$ cat src/sv/usf_pkg.sv
package usf_pkg;

  localparam int CLIENT_SLOTS = 64;
  localparam int SLOT_BITS    = $clog2(CLIENT_SLOTS);
  localparam int CNT_BITS     = 32;
  localparam int CMD_BITS     = 2;
  localparam int STATUS_BITS  = 3;
  localparam int DATA_BYTES   = (SLOT_BITS + CNT_BITS + 7) / 8;
  localparam int DATA_BITS    = DATA_BYTES * 8;
  localparam int PAD_BITS     = DATA_BITS - SLOT_BITS - CNT_BITS;

  localparam logic [CNT_BITS-1:0] RESET_COUNT = CNT_BITS'(1);

  typedef logic [CNT_BITS-1:0]  cnt_t;
  typedef logic [SLOT_BITS-1:0] slot_t;

  typedef enum logic [CMD_BITS-1:0] {
    CMD_SEND  = 2'd0,
    CMD_RECV  = 2'd1,
    CMD_RESET = 2'd2
  } cmd_t;

  typedef enum logic [STATUS_BITS-1:0] {
    ST_TAG         = 3'd0,
    ST_ACCEPT      = 3'd1,
    ST_ACCEPT_WRAP = 3'd2,
    ST_STALE       = 3'd3,
    ST_CONN        = 3'd4,
    ST_RESET_DONE  = 3'd5
  } status_t;

endpackage

$ cat src/sv/udp_sequence_filter_unit.sv
// A request is taken into the table read registers, resolved in S_CALC and registered onto out_*;
// S_CALC holds while out_* is full, and a new request is taken only back in S_IDLE.
// A request with an unused command gives no result and frees the block in the next cycle.
// Reset (rst_n low, synchronous): initial_count returns to 1, all counters read as 1 through
// per-slot valid bits cleared at once; no clearing pass, requests are taken right after reset.
module udp_sequence_filter_unit (
  input  logic                              clk,
  input  logic                              rst_n,
  input  logic                              in_tvalid,
  output logic                              in_tready,
  input  logic [usf_pkg::DATA_BITS-1:0]     in_tdata,   // client_id, seq_number, zero pad
  input  logic [usf_pkg::CMD_BITS-1:0]      in_tuser,   // command
  output logic                              out_tvalid,
  input  logic                              out_tready,
  output logic [usf_pkg::DATA_BITS-1:0]     out_tdata,  // client_out, tag_value, zero pad
  output logic [usf_pkg::STATUS_BITS-1:0]   out_tuser,  // status
  input  logic                              cfg_wr_en,
  input  logic [usf_pkg::CNT_BITS-1:0]      cfg_wr_data
);

  typedef enum logic {
    S_IDLE,
    S_CALC
  } state_t;

  state_t                          state_r;
  usf_pkg::cmd_t                   cmd_r;
  usf_pkg::slot_t                  slot_r;
  usf_pkg::cnt_t                   seq_r;
  usf_pkg::cnt_t                   init_r;

  usf_pkg::cnt_t                   send_mem [usf_pkg::CLIENT_SLOTS];
  usf_pkg::cnt_t                   recv_mem [usf_pkg::CLIENT_SLOTS];
  usf_pkg::cnt_t                   send_rd_r;
  usf_pkg::cnt_t                   recv_rd_r;
  logic [usf_pkg::CLIENT_SLOTS-1:0] send_vld_r;
  logic [usf_pkg::CLIENT_SLOTS-1:0] recv_vld_r;
  logic                            send_hit_r;
  logic                            recv_hit_r;

  logic                            out_valid_r;
  usf_pkg::slot_t                  out_client_r;
  usf_pkg::cnt_t                   out_tag_r;
  usf_pkg::status_t                out_status_r;

  logic                            in_fire;
  usf_pkg::slot_t                  in_slot;
  usf_pkg::cnt_t                   send_cur;
  usf_pkg::cnt_t                   recv_cur;
  logic                            send_we;
  logic                            recv_we;
  usf_pkg::cnt_t                   send_wd;
  usf_pkg::cnt_t                   recv_wd;
  usf_pkg::status_t                status;
  usf_pkg::cnt_t                   tag;
  logic                            has_result;
  logic                            calc_go;

  assign in_tready = (state_r == S_IDLE);
  assign in_fire   = in_tvalid && in_tready;
  assign in_slot   = in_tdata[usf_pkg::SLOT_BITS-1:0];

  // Read both tables at accept time; data is ready in S_CALC.
  always_ff @(posedge clk) begin
    if (in_fire) begin
      send_rd_r  <= send_mem[in_slot];
      recv_rd_r  <= recv_mem[in_slot];
      send_hit_r <= send_vld_r[in_slot];
      recv_hit_r <= recv_vld_r[in_slot];
      cmd_r      <= usf_pkg::cmd_t'(in_tuser);
      slot_r     <= in_slot;
      seq_r      <= in_tdata[usf_pkg::SLOT_BITS +: usf_pkg::CNT_BITS];
    end
  end

  always_ff @(posedge clk) begin
    if (send_we) begin
      send_mem[slot_r] <= send_wd;
    end
    if (recv_we) begin
      recv_mem[slot_r] <= recv_wd;
    end
  end

  // Untouched slots read as the reset count.
  assign send_cur = send_hit_r ? send_rd_r : usf_pkg::RESET_COUNT;
  assign recv_cur = recv_hit_r ? recv_rd_r : usf_pkg::RESET_COUNT;

  always_comb begin
    logic upd_send;
    logic upd_recv;
    upd_send   = 1'b0;
    upd_recv   = 1'b0;
    send_wd    = send_cur + usf_pkg::CNT_BITS'(1);
    recv_wd    = seq_r;
    status     = usf_pkg::ST_STALE;
    tag        = '0;
    has_result = 1'b1;
    unique case (cmd_r)
      usf_pkg::CMD_SEND: begin
        upd_send = 1'b1;
        tag      = send_cur;
        status   = usf_pkg::ST_TAG;
      end
      usf_pkg::CMD_RECV: begin
        if (seq_r == '0) begin
          status = usf_pkg::ST_CONN;
        end else if (seq_r >= recv_cur) begin
          upd_recv = 1'b1;
          status   = usf_pkg::ST_ACCEPT;
        end else if ((recv_cur - seq_r) > (recv_cur >> 1)) begin
          // Wraparound: reload, then check once more.
          upd_recv = 1'b1;
          if (seq_r >= init_r) begin
            status = usf_pkg::ST_ACCEPT_WRAP;
          end else begin
            recv_wd = init_r;
            status  = usf_pkg::ST_STALE;
          end
        end else begin
          status = usf_pkg::ST_STALE;
        end
      end
      usf_pkg::CMD_RESET: begin
        upd_send = 1'b1;
        upd_recv = 1'b1;
        send_wd  = init_r;
        recv_wd  = init_r;
        status   = usf_pkg::ST_RESET_DONE;
      end
      default: begin
        has_result = 1'b0;
      end
    endcase
    calc_go = (state_r == S_CALC) && (!has_result || !out_valid_r || out_tready);
    send_we = calc_go && upd_send;
    recv_we = calc_go && upd_recv;
  end

  always_ff @(posedge clk) begin
    if (!rst_n) begin
      state_r     <= S_IDLE;
      out_valid_r <= 1'b0;
      init_r      <= usf_pkg::RESET_COUNT;
      send_vld_r  <= '0;
      recv_vld_r  <= '0;
    end else begin
      if (cfg_wr_en) begin
        init_r <= cfg_wr_data;
      end
      if (send_we) begin
        send_vld_r[slot_r] <= 1'b1;
      end
      if (recv_we) begin
        recv_vld_r[slot_r] <= 1'b1;
      end
      if (out_tready) begin
        out_valid_r <= 1'b0;
      end
      unique case (state_r)
        S_IDLE: begin
          if (in_fire) begin
            state_r <= S_CALC;
          end
        end
        S_CALC: begin
          // Hold until the output register is free.
          if (calc_go) begin
            state_r <= S_IDLE;
            if (has_result) begin
              out_valid_r <= 1'b1;
            end
          end
        end
        default: begin
          state_r <= S_IDLE;
        end
      endcase
    end
  end

  always_ff @(posedge clk) begin
    if (calc_go && has_result) begin
      out_client_r <= slot_r;
      out_tag_r    <= tag;
      out_status_r <= status;
    end
  end

  assign out_tvalid = out_valid_r;
  assign out_tdata  = {{usf_pkg::PAD_BITS{1'b0}}, out_tag_r, out_client_r};
  assign out_tuser  = out_status_r;

endmodule

$ cat config.mk
export PLATFORM = sky130hd
export DESIGN_NAME = udp_sequence_filter_unit
export DESIGN_NICKNAME = d
export VERILOG_FILES = /design/src/sv/usf_pkg.sv /design/src/sv/udp_sequence_filter_unit.sv
export SDC_FILE = /design/constraint.sdc
export NUM_CORES = 2
export LEC_CHECK = 0
export BUFFER_PORTS_ARGS = -buffer_cell sky130_fd_sc_hd__buf_2
export CORE_MARGIN = 5
export CORE_UTILIZATION = 36
export DETAILED_ROUTE_END_ITERATION = 16
export GPL_ROUTABILITY_DRIVEN = 0
export PLACE_DENSITY = 0.49
export SYNTH_ARGS = -nofsm -noshare
export SYNTH_HDL_FRONTEND = slang
export SYNTH_SLANG_ARGS = --single-unit
$ cat constraint.sdc
create_clock -name clk -period 9.08 [get_ports clk]
set_input_delay 0.454 -clock clk [delete_from_list [all_inputs] [get_ports clk]]
set_output_delay 0.454 -clock clk [all_outputs]
set_load 0.005 [all_outputs]
* Word-level counts from Yosys, hierarchy flattened
Memories as Yosys holds them, arrays and structs flattened. A register that Yosys moved wholly into a read port is not among the register bits.
Index checks and enable logic that the tools add are counted.
** Word-level totals
- Register bits :: 245
- Memory bits (writable) :: 4096
- Bits of input ports :: 79
- Output and inout bits :: 45
- Word-level logic and storage cells :: 78
- Memories :: 2
** Cells by class
- Add/subtract/negate cells :: 2
- Magnitude comparators :: 6
- Equality and inequality tests :: 2
- Mux-type cells :: 36
- Bitwise gates (word level) :: 3
- Reduce and logical (&&, ||, !) cells :: 14
** Memories
- recv_mem :: words 64, width 32, rd ports 1, clocked after memory_dff 1, wr ports 1, line udp_sequence_filter_unit.sv:33 : usf_pkg::cnt_t recv_mem [usf_pkg::CLIENT_SLOTS];
- send_mem :: words 64, width 32, rd ports 1, clocked after memory_dff 1, wr ports 1, line udp_sequence_filter_unit.sv:32 : usf_pkg::cnt_t send_mem [usf_pkg::CLIENT_SLOTS];
** Operators by type and width (number)
- 2-to-1 mux 32 bit :: 7
- OR 64 bit :: 2
- greater-or-equal comparator 32 bit :: 2
- case mux 32 bit (2 select lines) :: 1
- adder 32 x 1 -> 32 bit (second input constant) :: 1
- > comparator 32 x 31 -> 1 bit :: 1
- zero test 32 bit :: 1
- subtractor 32 bit :: 1
- 2-to-1 mux 1 bit :: 19
- < comparator 6 x 7 -> 1 bit (second input constant) :: 2
- binary-select mux 1 bit (select 6 bit) :: 2
- 2-to-1 mux 3 bit :: 3
- case mux 3 bit (3 select lines) :: 1
- demux 1 bit (select 6 bit) :: 1
- greater-or-equal comparator 6 x 1 -> 1 bit (second input constant) :: 1
- logical AND 1 bit :: 6
- case mux 1 bit (2 select lines) :: 2
- OR reduction 3 bit :: 1
- == test 2 x 1 -> 1 bit (second input constant) :: 1
- == test 2 bit (second input constant) :: 1
- zero test 1 bit :: 2
- zero test 2 bit :: 1
- logical OR 1 bit :: 2
- OR reduction 2 bit :: 1
- NOT 1 bit :: 1

* Longest topological paths before layout
- Depth after elaboration :: 10
- Depth in mapped cells :: 28
- Gate-level depth less buffers :: 23

* Worst setup path after synthesis
Ideal clock, no wire load.
- Kind :: reg-to-reg
- Start point :: register recv_hit_r
- End point :: memory recv_mem[10][0] in the netlist's numbering (enable)
- Data arrival time :: 7.291 ns
- Required time :: 8.619 ns
- Path slack :: 1.328 ns
- Stages on the path, launching flop included :: 28
- Path buffers :: 5
- Clock period less this slack :: 7.752 ns
- Cell sequence :: edfxtp_1 > buf_2 > clkbuf_1 > nor2b_1 > ha_1 > inv_1 > fa_1 > nor2b_1 > a32oi_1 > a31oi_1 > o21ai_0 > a21oi_1 > o41ai_1 > o32ai_1 > a31oi_1 > xnor2_1 > ha_1 > nand4_1 > or2_2 > a21oi_1 > o21ai_0 > o21ai_1 > a211oi_4 > a21o_1 > buf_4 > buf_6 > buf_6 > nor3_1
** Between the ends
- Longest elaborated chain between the ends :: 10
- Elaborated cells on any way between the ends :: 11
- Those cells by class :: add/sub (1); order compare (2); mux (7); reduce/logical (1)
** RTL lines
- from (decl) :: line udp_sequence_filter_unit.sv:39 : logic recv_hit_r;
- from (signal assigned) :: line udp_sequence_filter_unit.sv:69 : recv_hit_r <= recv_vld_r[in_slot];
- 2-to-1 mux 32 bit * :: line udp_sequence_filter_unit.sv:87 : assign recv_cur = recv_hit_r ? recv_rd_r : usf_pkg::RESET_COUNT;
- subtractor 32 bit :: line udp_sequence_filter_unit.sv:111 : end else if ((recv_cur - seq_r) > (recv_cur >> 1)) begin
- > comparator 32 x 31 -> 1 bit :: line udp_sequence_filter_unit.sv:111
- 2-to-1 mux 1 bit :: line udp_sequence_filter_unit.sv:111
- 2-to-1 mux 1 bit * :: line udp_sequence_filter_unit.sv:108 : end else if (seq_r >= recv_cur) begin
- 2-to-1 mux 1 bit * :: line udp_sequence_filter_unit.sv:106 : if (seq_r == '0) begin
- case mux 1 bit (2 select lines) * :: line udp_sequence_filter_unit.sv:99 : unique case (cmd_r)
- logical AND 1 bit * :: line udp_sequence_filter_unit.sv:137 : recv_we = calc_go && upd_recv;
- 2-to-1 mux 1 bit * :: line udp_sequence_filter_unit.sv:80 : if (recv_we) begin
- 2-to-1 mux 1 bit (not written as such) * :: line udp_sequence_filter_unit.sv:81 : recv_mem[slot_r] <= recv_wd;
- to (decl) :: line udp_sequence_filter_unit.sv:33
Every way passes the cells marked *; elsewhere a longest branch is shown, timed or not.

* Worst setup path in the final report
- Start point :: register recv_hit_r
- End point :: memory recv_mem[55][17] in the netlist's numbering, data pin
** Between the ends
- Longest elaborated chain between the ends :: 7
- Elaborated cells on any way between the ends :: 8
- Those cells by class :: add/sub (1); order compare (2); mux (5)
** RTL lines
- 2-to-1 mux 32 bit * :: line udp_sequence_filter_unit.sv:87
- subtractor 32 bit :: line udp_sequence_filter_unit.sv:111
- > comparator 32 x 31 -> 1 bit :: line udp_sequence_filter_unit.sv:111
- 2-to-1 mux 32 bit :: line udp_sequence_filter_unit.sv:111
- 2-to-1 mux 32 bit * :: line udp_sequence_filter_unit.sv:108
- 2-to-1 mux 32 bit * :: line udp_sequence_filter_unit.sv:106
- case mux 32 bit (2 select lines) * :: line udp_sequence_filter_unit.sv:99
- named net recv_wd[17] :: line udp_sequence_filter_unit.sv:53 : usf_pkg::cnt_t recv_wd;
The timed path passes the listed nets; every way through them passes the cells marked *.

==> metrics <==
die area=492000 sq um; Synth Warn #=0; clock sinks=4405; slew margin rel.=11.9%; Total GRT Usage=18.4%; ys flop type=edfxtp_1; Die H=702 um; TritonRoute pass-1 iters=5; CTS tree=yes; Final Util=41.6%; total grt overflow=0; initial DRC count=8310; most frequent cells in the layout=edfxtp_1 (4243), mux4_2 (1386), clkbuf_16 (452), buf_4 (286), nand2_1 (213); status=complete, no violations; Seq cells post-synth=4405; P_leak=62.4 nW; first-pass GRT wire length=649000 um; die width=702 um; share of layout cells above drive strength 1=31.4%; RSZ-0062 raised after global routing=false; DRT Wirelength=460000 um; register area=131000 sq um; Worst EP required=9.75 ns; PortBufs=119; Crit. Startpoint=recv_hit_r; Final min period=8.15 ns; endpoints failing setup=0; drc violations=0; Hold Crit Start=in_tdata[0]; # nets final=8327; footprint of the multi-input gates=41000 sq um; library cells used by synthesis=73; Fin. Hold Viols=0; clk buf depth=4; Avg Inst Size Synth=22.5 sq um; Post-DRT Antenna Nets=0; crit path kind=reg -> reg; Clock H-tree levels=5; Worst EP arrival=8.82 ns; most common cell after layout, fill and taps aside=edfxtp_1; post_cts resized=0; register area share after synthesis=75.9%; clock input transition at the sequential cells of the worst setup and hold paths=0.07 ns; dpl hpwl=261000 um; Critical Path Source Type=flip-flop; Syn Inst Count=7644; reg-to-reg startpoint=recv_hit_r; Setup TNS=0 ns; Layout area overhead=15.4%; buffer type at the clock tree root=clkbuf_16; Avg Vias per Cell=5.47; Critical Path Sink Type=flip-flop; synthesized area=172000 sq um; worst slew pin tran=1.32 ns; routed len/inst=30.7 um; worst-skew pair later-pin latency=1.01 ns; final cycle utilization of the critical path=89.7%; Ports=124; number of global-route vias before repair=84600; largest net degree at the start of global routing=135; Post-synth EDFFs=4243; row cnt=254; worst-path fanout max=45; Starting Density=36.0%; Fill cells=41100; skew final=0.0706 ns; Vias=81800; max-capacitance violation count=0; core area=478000 sq um; Worst Hold Class=in -> reg; Pins Over Slew Limit=0; Max Clock Freq=123 MHz; maximum vdd drop=157 uV; antenna violations before repair=54; pwr dens=221 nW/um^2; TritonCTS buffer count=443; fraction of registers with async set or reset after synthesis=0%
[cells in the mapped netlist (16+ instances only)]
library cell	n	area, sq um
a21o_1	27	203
a21oi_1	68	340
and3_1	55	344
buf_1	106	398
buf_2	22	110
clkbuf_1	300	1130
dfxtp_1	162	3240
edfxtp_1	4243	127000
ha_1	96	1200
inv_1	106	398
mux2i_1	33	330
mux4_2	1386	31200
nand2_1	213	800
nand3_1	132	661
nand4_1	19	119
nor2_1	111	417
nor2b_1	42	263
nor3_1	83	415
o211ai_1	19	143
o21a_1	65	488
o21ai_0	123	616
o2bb2ai_1	16	140
or3_1	20	125
xnor2_1	32	280
xor2_1	30	263
[report_power, final]
group | switching (W) | internal, W | total (W)
Sequential | 0.0000994 | 0.0226 | 0.0227
Combinational | 0.00178 | 0.000950 | 0.00273
Clock | 0.00775 | 0.0108 | 0.0185
Total | 0.00963 | 0.0344 | 0.0440
[what timing repair did]
| item | CTS | global route |
|---|---|---|
| buffers inserted | 0 | 0 |
| hold buffers | 76 | 0 |
| endpoints found under the hold margin | 106 | 0 |
[flip-flops by register name, indices dropped and copies added (netlist names)]
name and cells:
recv_mem 2048, send_mem 2048, recv_vld_r 64, send_vld_r 64, init_r 32, out_tag_r 32
recv_rd_r 32, send_rd_r 32, seq_r 32, out_client_r 6, slot_r 6, out_tuser 3
cmd_r 2, out_tvalid 1, recv_hit_r 1, send_hit_r 1, state_r 1
[critical path, cell delays in order (launching register included)]
cell	delay, ns
edfxtp_1	0.63
buf_4	0.40
nand2_1	0.13
inv_1	0.08
ha_1	0.28
a21o_1	0.19
a21oi_1	0.26
o21ai_0	0.12
o21ai_0	0.36
a21oi_1	0.15
o41ai_1	0.68
o31ai_1	0.19
xor2_1	0.19
ha_1	0.34
and4_1	0.23
a221oi_1	0.52
o211ai_1	0.22
a211oi_1	0.28
o21ai_1	0.15
a211oi_4	0.50
buf_4	0.33
or3_1	0.17
nand3_2	0.81
buf_4	0.52
[layout make-up]
class	count	share of cell area, %
Sequential cell	4405	65.8
Multi-Input combinational cell	2696	20.6
Clock buffer	538	5.92
Tap cell	6400	4.03
Timing Repair Buffer	498	1.97
Clock inverter	282	1.48
Inverter	107	0.202
Antenna cell	27	0.0340
[routing by layer]
metal / up-vias / track usage, % / share of wire [%] / wire, um
li1: 33500 / - / - / -
met1: 45100 / 26.9 / 45 / 206000
met2: 2586 / 28.6 / 46 / 213000
met3: 605 / 3.00 / 6.1 / 28100
met4: 4 / 4.77 / 2.7 / 12500
met5: - / 0 / 0.0044 / 20
[cells by family after synthesis]
kind of cell,share of synthesized area (%)
and+or+nand+nor,2.12
DFF,75.9
other,0.00218
muxes,18.3
xor gates and xnor gates,0.315
AOI/OAI and AO/OA,1.37
buffers and inverters,1.23
adders and majority gates,0.721
[stage by stage]
stage                     total power, W  instances  setup WS (ns)  hold WS, ns  area [sq um]
after floorplan                   0.0247       7645           1.33        0.420        172000
after global placement            0.0258      14000           1.24        0.428        183000
after detailed placement          0.0259      14000           1.05        0.437        183000
after CTS                         0.0445      14900          0.966       0.0193        199000
after global routing              0.0455      14900          0.385       0.0868        199000
final                             0.0440      15000          0.934       0.0928        199000
[worst paths after layout]
kind	endpoint	slack, ns	cells after the start
worst min-delay path	slot_r[0]	0.09	1
worst max-delay path	recv_mem[55][17]	0.93	23
worst min register to register	recv_vld_r[54]	0.45	2
worst max register to register	recv_mem[55][17]	0.93	23
(Power assumes the default switching activity.)
